[src/rtl/core/tcs_pkg.sv]
`timescale 1ns / 1ps
// ----------------------------------------------------------------------------
// tcs_pkg - shared types and constants for text character statistics
// Byte classes, queue entry, result record and report layout.
// ----------------------------------------------------------------------------
package tcs_pkg;

    // byte classes produced by the front end
    typedef enum logic [2:0] {
        CLS_UPPER,
        CLS_LOWER,
        CLS_DIGIT,
        CLS_OTHER,
        CLS_NEWLINE,
        CLS_EOT
    } t_cls;

    typedef struct packed {
        t_cls       cls;
        logic [4:0] letter;
    } t_qentry;

    typedef struct packed {
        logic [3:0]  kind;
        logic [4:0]  letter;
        logic [31:0] value;
        logic        last;
    } t_result;

    // stat_kind codes
    localparam logic [3:0] KIND_UPPER     = 4'd0;
    localparam logic [3:0] KIND_LOWER     = 4'd1;
    localparam logic [3:0] KIND_DIGIT     = 4'd2;
    localparam logic [3:0] KIND_OTHER     = 4'd3;
    localparam logic [3:0] KIND_LINES     = 4'd4;
    localparam logic [3:0] KIND_LONGEST   = 4'd5;
    localparam logic [3:0] KIND_SHORTEST  = 4'd6;
    localparam logic [3:0] KIND_UPPER_BIN = 4'd7;
    localparam logic [3:0] KIND_LOWER_BIN = 4'd8;

    // characters
    localparam logic [7:0] CHAR_NL      = 8'h0A;
    localparam logic [7:0] CHAR_UPPER_A = 8'h41;
    localparam logic [7:0] CHAR_UPPER_Z = 8'h5A;
    localparam logic [7:0] CHAR_LOWER_A = 8'h61;
    localparam logic [7:0] CHAR_LOWER_Z = 8'h7A;
    localparam logic [7:0] CHAR_ZERO    = 8'h30;
    localparam logic [7:0] CHAR_NINE    = 8'h39;

    localparam int unsigned NUM_LETTERS   = 26;
    localparam int unsigned SCALAR_COUNT  = 7;
    localparam int unsigned REPORT_LEN    = SCALAR_COUNT + 2 * NUM_LETTERS;
    localparam int unsigned BIN_DEPTH     = 2 * NUM_LETTERS;
    localparam int unsigned BIN_AW        = $clog2(BIN_DEPTH);
    localparam int unsigned REP_IW        = $clog2(REPORT_LEN);
    localparam int unsigned SHORTEST_INIT = 32'd2097152;

    localparam int unsigned QUEUE_DEPTH = 4;
    localparam int unsigned QUEUE_AW    = $clog2(QUEUE_DEPTH);

endpackage

[src/rtl/core/tcs_in_if.sv]
`timescale 1ns / 1ps
// ----------------------------------------------------------------------------
// tcs_in_if - text byte channel
// Valid/ready channel carrying one text byte and the end-of-text flag.
// ----------------------------------------------------------------------------
interface tcs_in_if;
    logic       valid;
    logic       ready;
    logic [7:0] text_byte;
    logic       end_of_text;

    modport source (output valid, output text_byte, output end_of_text, input ready);
    modport sink   (input valid, input text_byte, input end_of_text, output ready);
endinterface

[src/rtl/core/tcs_out_if.sv]
`timescale 1ns / 1ps
// ----------------------------------------------------------------------------
// tcs_out_if - statistics result channel
// Valid/ready channel carrying one report entry.
// ----------------------------------------------------------------------------
interface tcs_out_if;
    logic        valid;
    logic        ready;
    logic [3:0]  stat_kind;
    logic [4:0]  letter_index;
    logic [31:0] stat_value;
    logic        last_result;

    modport source (output valid, output stat_kind, output letter_index,
                    output stat_value, output last_result, input ready);
    modport sink   (input valid, input stat_kind, input letter_index,
                    input stat_value, input last_result, output ready);
endinterface

[src/rtl/core/tcs_front.sv]
`timescale 1ns / 1ps
// ----------------------------------------------------------------------------
// tcs_front - input classifier
// Accepts text bytes, classifies them and holds one classified entry.
// ----------------------------------------------------------------------------
module tcs_front (
    input  logic             i_clk,
    input  logic             i_rst_n,
    tcs_in_if.sink           i_in,
    output logic             o_valid,
    input  logic             i_ready,
    output tcs_pkg::t_qentry o_entry
);

    logic             r_valid;
    tcs_pkg::t_qentry r_entry;
    tcs_pkg::t_qentry n_entry;
    logic [7:0]       b;

    assign b          = i_in.text_byte;
    assign i_in.ready = !r_valid || i_ready;
    assign o_valid    = r_valid;
    assign o_entry    = r_entry;

    always_comb begin
        n_entry.letter = 5'd0;
        if (i_in.end_of_text) begin
            n_entry.cls = tcs_pkg::CLS_EOT;
        end else if (b == tcs_pkg::CHAR_NL) begin
            n_entry.cls = tcs_pkg::CLS_NEWLINE;
        end else if (b >= tcs_pkg::CHAR_UPPER_A && b <= tcs_pkg::CHAR_UPPER_Z) begin
            n_entry.cls    = tcs_pkg::CLS_UPPER;
            n_entry.letter = 5'(b - tcs_pkg::CHAR_UPPER_A);
        end else if (b >= tcs_pkg::CHAR_LOWER_A && b <= tcs_pkg::CHAR_LOWER_Z) begin
            n_entry.cls    = tcs_pkg::CLS_LOWER;
            n_entry.letter = 5'(b - tcs_pkg::CHAR_LOWER_A);
        end else if (b >= tcs_pkg::CHAR_ZERO && b <= tcs_pkg::CHAR_NINE) begin
            n_entry.cls = tcs_pkg::CLS_DIGIT;
        end else begin
            n_entry.cls = tcs_pkg::CLS_OTHER;   // includes 0x80-0xFF
        end
    end

    always_ff @(posedge i_clk) begin
        if (!i_rst_n) begin
            r_valid <= 1'b0;
        end else if (i_in.ready) begin
            r_valid <= i_in.valid;
        end
    end

    always_ff @(posedge i_clk) begin
        if (i_in.valid && i_in.ready) begin
            r_entry <= n_entry;
        end
    end

endmodule

[src/rtl/core/tcs_queue.sv]
`timescale 1ns / 1ps
// ----------------------------------------------------------------------------
// tcs_queue - classified entry queue
// Small FIFO that decouples the classifier from the statistics engine.
// ----------------------------------------------------------------------------
module tcs_queue (
    input  logic             i_clk,
    input  logic             i_rst_n,
    input  logic             i_valid,
    output logic             o_ready,
    input  tcs_pkg::t_qentry i_entry,
    output logic             o_valid,
    input  logic             i_ready,
    output tcs_pkg::t_qentry o_entry
);

    localparam int unsigned CW = tcs_pkg::QUEUE_AW + 1;

    tcs_pkg::t_qentry                r_mem [tcs_pkg::QUEUE_DEPTH];
    logic [tcs_pkg::QUEUE_AW-1:0]    r_wr_ptr;
    logic [tcs_pkg::QUEUE_AW-1:0]    r_rd_ptr;
    logic [CW-1:0]                   r_count;
    logic                            push;
    logic                            pop;

    assign o_ready = r_count != CW'(tcs_pkg::QUEUE_DEPTH);
    assign o_valid = r_count != '0;
    assign o_entry = r_mem[r_rd_ptr];
    assign push    = i_valid && o_ready;
    assign pop     = o_valid && i_ready;

    always_ff @(posedge i_clk) begin
        if (!i_rst_n) begin
            r_wr_ptr <= '0;
            r_rd_ptr <= '0;
            r_count  <= '0;
        end else begin
            if (push) begin
                r_wr_ptr <= r_wr_ptr + 1'b1;
            end
            if (pop) begin
                r_rd_ptr <= r_rd_ptr + 1'b1;
            end
            if (push && !pop) begin
                r_count <= r_count + 1'b1;
            end else if (pop && !push) begin
                r_count <= r_count - 1'b1;
            end
        end
    end

    always_ff @(posedge i_clk) begin
        if (push) begin
            r_mem[r_wr_ptr] <= i_entry;
        end
    end

endmodule

[src/rtl/core/tcs_back.sv]
`timescale 1ns / 1ps
// ----------------------------------------------------------------------------
// tcs_back - statistics engine
// Updates class counters, line figures and the letter bin memory, and walks
// the report at end of text.
// ----------------------------------------------------------------------------
module tcs_back #(
    parameter int unsigned COUNT_WIDTH = 32
) (
    input  logic             i_clk,
    input  logic             i_rst_n,
    input  logic             i_valid,
    output logic             o_ready,
    input  tcs_pkg::t_qentry i_entry,
    output logic             o_out_valid,
    input  logic             i_out_ready,
    output tcs_pkg::t_result o_result
);

    localparam int unsigned W  = COUNT_WIDTH;
    localparam int unsigned AW = tcs_pkg::BIN_AW;
    localparam int unsigned IW = tcs_pkg::REP_IW;
    localparam logic [W-1:0] SHORT_INIT =
        (W > 21) ? W'(tcs_pkg::SHORTEST_INIT) : {W{1'b1}};

    typedef enum logic [1:0] {
        ST_RUN,
        ST_REP_READ,
        ST_REP_LOAD
    } t_state;

    function automatic logic [W-1:0] sat_inc(input logic [W-1:0] v);
        return (&v) ? v : v + {{(W-1){1'b0}}, 1'b1};
    endfunction

    function automatic logic [31:0] clamp32(input logic [W-1:0] v);
        logic [W+31:0] ext;
        ext = {32'd0, v};
        return (|ext[W+31:32]) ? 32'hFFFF_FFFF : ext[31:0];
    endfunction

    t_state           r_state;
    logic [IW-1:0]    r_rep_idx;
    logic [W-1:0]     r_upper, r_lower, r_digit, r_other;
    logic [W-1:0]     r_lines, r_cur_len, r_longest, r_shortest;

    logic [W-1:0]     r_bins [tcs_pkg::BIN_DEPTH];
    logic             r_bin_vld [tcs_pkg::BIN_DEPTH];
    logic [W-1:0]     r_rd_data;
    logic             r_rd_vld;
    logic             r_b_valid;
    logic [AW-1:0]    r_b_addr;
    logic             r_last_wr_valid;
    logic [AW-1:0]    r_last_wr_addr;
    logic [W-1:0]     r_last_wr_data;

    logic             r_out_valid;
    tcs_pkg::t_result r_result;

    logic             pop;
    logic             out_free;
    logic [AW-1:0]    letter_addr;
    logic [AW-1:0]    rep_addr;
    logic [AW-1:0]    rd_addr;
    logic [W-1:0]     bin_cur;
    logic [W-1:0]     bin_next;
    logic [W-1:0]     rep_bin;
    logic [3:0]       rep_kind;
    logic [4:0]       rep_letter;
    logic [W-1:0]     rep_value;
    logic             is_letter;

    assign o_ready     = r_state == ST_RUN;
    assign pop         = o_ready && i_valid;
    assign out_free    = !r_out_valid || i_out_ready;
    assign o_out_valid = r_out_valid;
    assign o_result    = r_result;

    assign is_letter   = i_entry.cls == tcs_pkg::CLS_UPPER ||
                         i_entry.cls == tcs_pkg::CLS_LOWER;
    assign letter_addr = (i_entry.cls == tcs_pkg::CLS_LOWER)
                       ? AW'(i_entry.letter) + AW'(tcs_pkg::NUM_LETTERS)
                       : AW'(i_entry.letter);
    // upper bins follow the scalars, lower bins follow the upper bins
    assign rep_addr    = (r_rep_idx >= IW'(tcs_pkg::SCALAR_COUNT))
                       ? AW'(r_rep_idx - IW'(tcs_pkg::SCALAR_COUNT)) : '0;
    assign rd_addr     = (r_state == ST_RUN) ? letter_addr : rep_addr;

    // read-modify-write: forward the write of the previous item
    assign bin_cur  = (r_last_wr_valid && r_last_wr_addr == r_b_addr) ? r_last_wr_data
                    : (r_rd_vld ? r_rd_data : '0);
    assign bin_next = sat_inc(bin_cur);
    assign rep_bin  = r_rd_vld ? r_rd_data : '0;

    always_comb begin
        if (r_rep_idx < IW'(tcs_pkg::SCALAR_COUNT)) begin
            rep_kind   = 4'(r_rep_idx);
            rep_letter = 5'd0;
        end else if (r_rep_idx < IW'(tcs_pkg::SCALAR_COUNT + tcs_pkg::NUM_LETTERS)) begin
            rep_kind   = tcs_pkg::KIND_UPPER_BIN;
            rep_letter = 5'(r_rep_idx - IW'(tcs_pkg::SCALAR_COUNT));
        end else begin
            rep_kind   = tcs_pkg::KIND_LOWER_BIN;
            rep_letter = 5'(r_rep_idx - IW'(tcs_pkg::SCALAR_COUNT + tcs_pkg::NUM_LETTERS));
        end
        case (rep_kind)
            tcs_pkg::KIND_UPPER:    rep_value = r_upper;
            tcs_pkg::KIND_LOWER:    rep_value = r_lower;
            tcs_pkg::KIND_DIGIT:    rep_value = r_digit;
            tcs_pkg::KIND_OTHER:    rep_value = r_other;
            tcs_pkg::KIND_LINES:    rep_value = r_lines;
            tcs_pkg::KIND_LONGEST:  rep_value = r_longest;
            tcs_pkg::KIND_SHORTEST: rep_value = r_shortest;
            default:                rep_value = rep_bin;
        endcase
    end

    always_ff @(posedge i_clk) begin
        if (!i_rst_n) begin
            r_state         <= ST_RUN;
            r_rep_idx       <= '0;
            r_upper         <= '0;
            r_lower         <= '0;
            r_digit         <= '0;
            r_other         <= '0;
            r_lines         <= '0;
            r_cur_len       <= '0;
            r_longest       <= '0;
            r_shortest      <= SHORT_INIT;
            r_b_valid       <= 1'b0;
            r_last_wr_valid <= 1'b0;
            r_out_valid     <= 1'b0;
            for (int i = 0; i < tcs_pkg::BIN_DEPTH; i++) begin
                r_bin_vld[i] <= 1'b0;
            end
        end else begin
            r_rd_vld        <= r_bin_vld[rd_addr];
            r_b_valid       <= pop && is_letter;
            r_b_addr        <= letter_addr;
            r_last_wr_valid <= r_b_valid;
            r_last_wr_addr  <= r_b_addr;
            if (r_b_valid) begin
                r_bin_vld[r_b_addr] <= 1'b1;
            end
            // in the load state the output register is refilled instead
            if (r_out_valid && i_out_ready && r_state != ST_REP_LOAD) begin
                r_out_valid <= 1'b0;
            end

            case (r_state)
                ST_RUN: begin
                    if (pop) begin
                        case (i_entry.cls)
                            tcs_pkg::CLS_UPPER: begin
                                r_cur_len <= sat_inc(r_cur_len);
                                r_upper   <= sat_inc(r_upper);
                            end
                            tcs_pkg::CLS_LOWER: begin
                                r_cur_len <= sat_inc(r_cur_len);
                                r_lower   <= sat_inc(r_lower);
                            end
                            tcs_pkg::CLS_DIGIT: begin
                                r_cur_len <= sat_inc(r_cur_len);
                                r_digit   <= sat_inc(r_digit);
                            end
                            tcs_pkg::CLS_OTHER: begin
                                r_cur_len <= sat_inc(r_cur_len);
                                r_other   <= sat_inc(r_other);
                            end
                            tcs_pkg::CLS_NEWLINE, tcs_pkg::CLS_EOT: begin
                                // close the line
                                if (r_cur_len < r_shortest) begin
                                    r_shortest <= r_cur_len;
                                end
                                if (r_cur_len > r_longest) begin
                                    r_longest <= r_cur_len;
                                end
                                r_cur_len <= '0;
                                r_lines   <= sat_inc(r_lines);
                                if (i_entry.cls == tcs_pkg::CLS_EOT) begin
                                    r_state   <= ST_REP_READ;
                                    r_rep_idx <= '0;
                                end
                            end
                            default: ;
                        endcase
                    end
                end
                ST_REP_READ: begin
                    r_state <= ST_REP_LOAD;
                end
                ST_REP_LOAD: begin
                    if (out_free) begin
                        r_out_valid     <= 1'b1;
                        r_result.kind   <= rep_kind;
                        r_result.letter <= rep_letter;
                        r_result.value  <= clamp32(rep_value);
                        r_result.last   <= r_rep_idx == IW'(tcs_pkg::REPORT_LEN - 1);
                        if (r_rep_idx == IW'(tcs_pkg::REPORT_LEN - 1)) begin
                            r_state         <= ST_RUN;
                            r_upper         <= '0;
                            r_lower         <= '0;
                            r_digit         <= '0;
                            r_other         <= '0;
                            r_lines         <= '0;
                            r_cur_len       <= '0;
                            r_longest       <= '0;
                            r_shortest      <= SHORT_INIT;
                            for (int i = 0; i < tcs_pkg::BIN_DEPTH; i++) begin
                                r_bin_vld[i] <= 1'b0;
                            end
                        end else begin
                            r_rep_idx <= r_rep_idx + 1'b1;
                            r_state   <= ST_REP_READ;
                        end
                    end
                end
                default: r_state <= ST_RUN;
            endcase
        end
    end

    always_ff @(posedge i_clk) begin
        r_rd_data <= r_bins[rd_addr];
        if (r_b_valid) begin
            r_bins[r_b_addr] <= bin_next;
        end
        r_last_wr_data <= bin_next;
    end

endmodule

[src/rtl/core/text_character_statistics.sv]
`timescale 1ns / 1ps
// ----------------------------------------------------------------------------
// text_character_statistics - character class and letter histogram
// Counts byte classes, letter bins and line figures; reports them at end of text.
// ----------------------------------------------------------------------------
// Usage:
//   i_in  : one transfer per text byte; end_of_text = 1 closes the last line
//           (possibly empty) and starts the report, text_byte is then ignored.
//   o_out : 59 transfers per report: upper, lower, digit, other, lines,
//           longest, shortest, then 26 upper bins and 26 lower bins;
//           last_result marks the final one. Values saturate to 32 bits.
// Throughput: one byte per cycle sustained while no report is being
//   walked. A byte passes the classifier register, the 4-entry queue and
//   the counter stage; letter bins live in a 52-entry memory updated by
//   read-modify-write with forwarding.
// Report: each result takes a bin memory read, then an output load; bytes
//   keep being taken until the queue fills.
// Stall: a stalled receiver holds the output register; the report pauses.
// Reset: clears all counters and bin valid flags at once; shortest line
//   starts at 2^21 or the counter maximum, whichever is smaller. All
//   statistics return to this state after the last result.
// ----------------------------------------------------------------------------
module text_character_statistics #(
    parameter int unsigned COUNT_WIDTH = 32
) (
    input  logic      i_clk,
    input  logic      i_rst_n,
    tcs_in_if.sink    i_in,
    tcs_out_if.source o_out
);

    logic             f_valid;
    logic             f_ready;
    tcs_pkg::t_qentry f_entry;
    logic             q_valid;
    logic             q_ready;
    tcs_pkg::t_qentry q_entry;
    logic             b_out_valid;
    tcs_pkg::t_result b_result;

    // classify each byte into an entry
    tcs_front u_front (
        .i_clk   (i_clk),
        .i_rst_n (i_rst_n),
        .i_in    (i_in),
        .o_valid (f_valid),
        .i_ready (f_ready),
        .o_entry (f_entry)
    );

    // decouples classifier from the engine during the report walk
    tcs_queue u_queue (
        .i_clk   (i_clk),
        .i_rst_n (i_rst_n),
        .i_valid (f_valid),
        .o_ready (f_ready),
        .i_entry (f_entry),
        .o_valid (q_valid),
        .i_ready (q_ready),
        .o_entry (q_entry)
    );

    // counters, bins and report sequencer
    tcs_back #(
        .COUNT_WIDTH (COUNT_WIDTH)
    ) u_back (
        .i_clk       (i_clk),
        .i_rst_n     (i_rst_n),
        .i_valid     (q_valid),
        .o_ready     (q_ready),
        .i_entry     (q_entry),
        .o_out_valid (b_out_valid),
        .i_out_ready (o_out.ready),
        .o_result    (b_result)
    );

    assign o_out.valid        = b_out_valid;
    assign o_out.stat_kind    = b_result.kind;
    assign o_out.letter_index = b_result.letter;
    assign o_out.stat_value   = b_result.value;
    assign o_out.last_result  = b_result.last;

endmodule

[src/flat_wrapper.sv]
// flat-port wrapper written by rule: the top's interface ports become plain ports
module text_character_statistics_flat 
#(
    parameter int unsigned COUNT_WIDTH = 32
)
  (i_clk, i_rst_n, i_in_valid, i_in_text_byte, i_in_end_of_text, i_in_ready, o_out_valid, o_out_stat_kind, o_out_letter_index, o_out_stat_value, o_out_last_result, o_out_ready);
  tcs_in_if i_in_i ();
  tcs_out_if o_out_i ();
  input  logic i_clk;
  input  logic i_rst_n;
  input wire logic [$bits(i_in_i.valid)-1:0] i_in_valid;
  input wire logic [$bits(i_in_i.text_byte)-1:0] i_in_text_byte;
  input wire logic [$bits(i_in_i.end_of_text)-1:0] i_in_end_of_text;
  output wire logic [$bits(i_in_i.ready)-1:0] i_in_ready;
  output wire logic [$bits(o_out_i.valid)-1:0] o_out_valid;
  output wire logic [$bits(o_out_i.stat_kind)-1:0] o_out_stat_kind;
  output wire logic [$bits(o_out_i.letter_index)-1:0] o_out_letter_index;
  output wire logic [$bits(o_out_i.stat_value)-1:0] o_out_stat_value;
  output wire logic [$bits(o_out_i.last_result)-1:0] o_out_last_result;
  input wire logic [$bits(o_out_i.ready)-1:0] o_out_ready;
  assign i_in_i.valid = i_in_valid;
  assign i_in_i.text_byte = i_in_text_byte;
  assign i_in_i.end_of_text = i_in_end_of_text;
  assign i_in_ready = i_in_i.ready;
  assign o_out_valid = o_out_i.valid;
  assign o_out_stat_kind = o_out_i.stat_kind;
  assign o_out_letter_index = o_out_i.letter_index;
  assign o_out_stat_value = o_out_i.stat_value;
  assign o_out_last_result = o_out_i.last_result;
  assign o_out_i.ready = o_out_ready;
  text_character_statistics #(.COUNT_WIDTH(COUNT_WIDTH)) u_core (.i_clk(i_clk), .i_rst_n(i_rst_n), .i_in(i_in_i), .o_out(o_out_i));
endmodule
[config.mk]
export PLATFORM = sky130hd
export DESIGN_NAME = text_character_statistics_flat
export DESIGN_NICKNAME = d
export VERILOG_FILES = /design/src/rtl/core/tcs_pkg.sv /design/src/rtl/core/tcs_in_if.sv /design/src/rtl/core/tcs_out_if.sv /design/src/rtl/core/tcs_front.sv /design/src/rtl/core/tcs_queue.sv /design/src/rtl/core/tcs_back.sv /design/src/rtl/core/text_character_statistics.sv /design/src/flat_wrapper.sv
export SDC_FILE = /design/constraint.sdc
export NUM_CORES = 2
export LEC_CHECK = 0
export BUFFER_PORTS_ARGS = -buffer_cell sky130_fd_sc_hd__buf_2
export CAP_MARGIN = 10
export CORE_AREA = 8 8 735 520
export DETAILED_ROUTE_END_ITERATION = 10
export DIE_AREA = 0 0 743 528
export GPL_TIMING_DRIVEN = 1
export SETUP_SLACK_MARGIN = 0.4
export SYNTH_ARGS = -nofsm -noshare
export SYNTH_HDL_FRONTEND = slang
export SYNTH_SLANG_ARGS = --single-unit
[constraint.sdc]
create_clock -name i_clk -period 7.5 [get_ports i_clk]
set_input_delay 1.125 -clock i_clk [delete_from_list [all_inputs] [get_ports i_clk]]
set_output_delay 1.125 -clock i_clk [all_outputs]
set_load 0.02 [all_outputs]
==> impl_metrics.ini <==
[outcome]
status = complete, no violations

[final_layout]
final_common_cell = edfxtp_1
final_util = 0.2849
final_cell_mix = 1759 x edfxtp_1, 1536 x nand2_1, 449 x nand3_1
drive_gt1_frac = 0.09550
fin_nets = 7683
fill_cells = 37510
synthToLayoutAreaGrowth_pct = 14.72

[place]
place.gp.congestion = 0.8560
dp.final_hpwl_um = 172600
dpl_worst_slack_ns = 2.037
port_buffers = 56

[routing]
drtIter0Drc = 9187
routed_via_density = 5.126
top_layer = met5
m1WireLength_um = 132100
totalWireLength_um = 284600
dr_wl_met3_um = 30070
ant_nets = 0
wl_met2_um = 116400
wire_per_inst_um = 22.42
drc = 0
dr_total_vias = 65070
dr.pass1.iters = 7

[clock_network]
hold_buffers = 0
cts.reportedPaths.clkPinSlew_ns = 0.06
cts-resized-gates = 0
post-cts-setup-buffers = 0
clk_latency_ns = 0.87
h-tree-depth = 4
cts_tree = built
clockBufferDepth = 4
cts-root-buf = clkbuf_16
numCtsBuffers = 203
cts_num_sinks = 2164

[global_routing]
track_usage = 0.1374
grt_max_degree = 111
grt_first_pass_wirelength_um = 413500
grt.overflow.total = 0
grt_pass1_vias = 59460
antenna_found_initial = 7

[power]
switching_share = 0.3900
combPwrFrac = 0.374
irDropWorstVdd_uv = 457.0
p_per_area_mw_per_mm2 = 380.0
clock_power_share = 0.257
p_int_mw = 24.53
seqPwrFrac = 0.370
p_sw_mw = 15.68
p_leak_nw = 34.70

[critical_path]
crit_required_ns = 8.21
cp_max_fo = 34
path_class = reg -> reg
cp_data_arrival_time_ns = 6.25
end_kind = register
critPathLaunchType = register

[die]
row_count = 188
die_width_um = 743
pin_count = 57
start_util = 0.2483
die_area_mm2 = 0.3923
dieHeight_um = 528
core_mm2 = 0.3714

[min_path]
hold_class = reg -> reg

[synth]
synth_top_flop_cell = edfxtp_1
synth_fp_nets = 7748
synth-edff-count = 1759
synth_cell_type_count = 76
synth_seq_area_share = 0.6606
async_flop_share = 0
syn_inst = 7652
syn_area_mm2 = 0.09224
avgSynthCellArea_um2 = 12.05
synth_seq_cells = 2164
yosys_warnings = 0

[sta]
final-setup-viol-count = 0
rsz0062_at_grt = false
drv_slew = 0
fmax_ghz = 0.1803
tightestPinTransition_ns = 1.272
maxSlewHeadroom = 0.1517
finClkSkew_ns = 0.1034
timing.final.ws_setup_ns = 1.954
holdWs_ns = 0.4424
fin_crit_ns = 5.546
finalCritPeriodShare = 0.7394
timing.final.hold_violations = 0
setup_tns_ns = 0

[job]
drv_cap = 0
-- path summary, 6_finish.rpt --
check	slack [ns]	from	cells past startpoint	endpoint
hold reg to reg	0.44	u_core.u_back.r_bin_vld[52]$_DFF_P_	1	u_core.u_back.r_bin_vld[52]$_DFF_P_
setup / recovery	1.95	u_core.u_back.r_b_addr[5]$_DFFE_PP_	12	u_core.u_back.r_bins[45][25]$_DFFE_PP_
setup reg to reg	1.95	u_core.u_back.r_b_addr[5]$_DFFE_PP_	12	u_core.u_back.r_bins[45][25]$_DFFE_PP_
hold / removal	0.44	u_core.u_back.r_bin_vld[52]$_DFF_P_	1	u_core.u_back.r_bin_vld[52]$_DFF_P_
-- critical path, stage by stage (launching register included) --
cell	delay [ns]
edfxtp_1	0.53
xor2_1	0.29
or3_1	0.60
nor2_2	0.10
buf_4	0.29
o21ai_0	0.66
nand4_1	0.35
nand4bb_1	0.34
or4b_1	0.66
nor2_1	0.20
xor2_1	0.12
mux2i_4	0.89
buf_4	0.37
-- flip-flops by register name (all words and copies together), names as in the netlist, 3 cells and up, named ones only --
register                      count
u_core.u_back.o_result           42
u_core.u_back.r_b_addr            6
u_core.u_back.r_bin_vld          64
u_core.u_back.r_bins           1664
u_core.u_back.r_cur_len          32
u_core.u_back.r_digit            32
u_core.u_back.r_last_wr_addr      6
u_core.u_back.r_last_wr_data     32
u_core.u_back.r_lines            32
u_core.u_back.r_longest          32
u_core.u_back.r_lower            32
u_core.u_back.r_other            32
u_core.u_back.r_rd_data          32
u_core.u_back.r_rep_idx           6
u_core.u_back.r_shortest         32
u_core.u_back.r_upper            32
u_core.u_front.o_entry            8
u_core.u_queue.r_count            3
u_core.u_queue.r_mem             32
-- area by class of cell --
cell class                 instances  area (um2)  area share
inverter                         106       397.9    0.003760
sequential                      2164       60930      0.5758
timing repair buffer             256        2059     0.01946
multi-input combinational       4856       29790      0.2816
clock buffer                     282        5620     0.05312
clock inverter                    85       822.0    0.007769
tap                             4940        6181     0.05841
antenna                            4       10.01  0.00009460
-- per-stage QoR --
| step | cell area [um2] | total power [mW] | std cells |
|---|---|---|---|
| final | 105800 | 40.21 | 12690 |
| after global routing | 105800 | 41.95 | 12690 |
| after CTS | 105800 | 40.21 | 12690 |
| after detailed placement | 99340 | 29.96 | 12320 |
| after global placement | 99340 | 29.85 | 12320 |
| after floorplan | 92240 | 24.37 | 7652 |
-- cell families after synthesis --
logic type | Yosys count | synth area share
AND/OR/NAND/NOR | 2889 | 0.1398
flip-flops | 2164 | 0.6606
AO/OA/AOI/OAI | 1525 | 0.1157
buffers and inverters | 632 | 0.02756
XOR/XNOR | 211 | 0.02020
multiplexers | 148 | 0.02491
adder cells (fa/ha/maj) | 83 | 0.01134
-- Yosys cell counts, drive strengths merged, types with 118 or more instances --
library cell	instances	share of area
o22ai	118	0.0080
a221oi	119	0.011
xor2	129	0.012
a21oi	177	0.0097
nand3	453	0.025
buf	141	0.0076
dfxtp	405	0.088
nor2	311	0.013
clkbuf	385	0.016
a22oi	246	0.020
nand2	1536	0.063
edfxtp	1759	0.57
and3	147	0.010
a31oi	158	0.011
o21ai	254	0.014
-- routing by layer --
metal | GRT usage | vias up
met4 | 0.02922 | 2
met2 | 0.1919 | 3347
met5 | 0 | -
li1 | - | 28730
met1 | 0.2164 | 32590
met3 | 0.02590 | 397
-- power by group through the flow --
stage	Clock, mW	Sequential, mW	Combinational, mW
6_report	10.3	14.9	15.0
5_1_grt	10.9	14.9	16.2
4_1_cts	10.5	14.9	14.9
3_5_place_dp	0	15.1	14.8
3_3_place_gp	0	15.1	14.7
2_1_floorplan	0	14.8	9.55
Power figures use the tool's default switching activity.
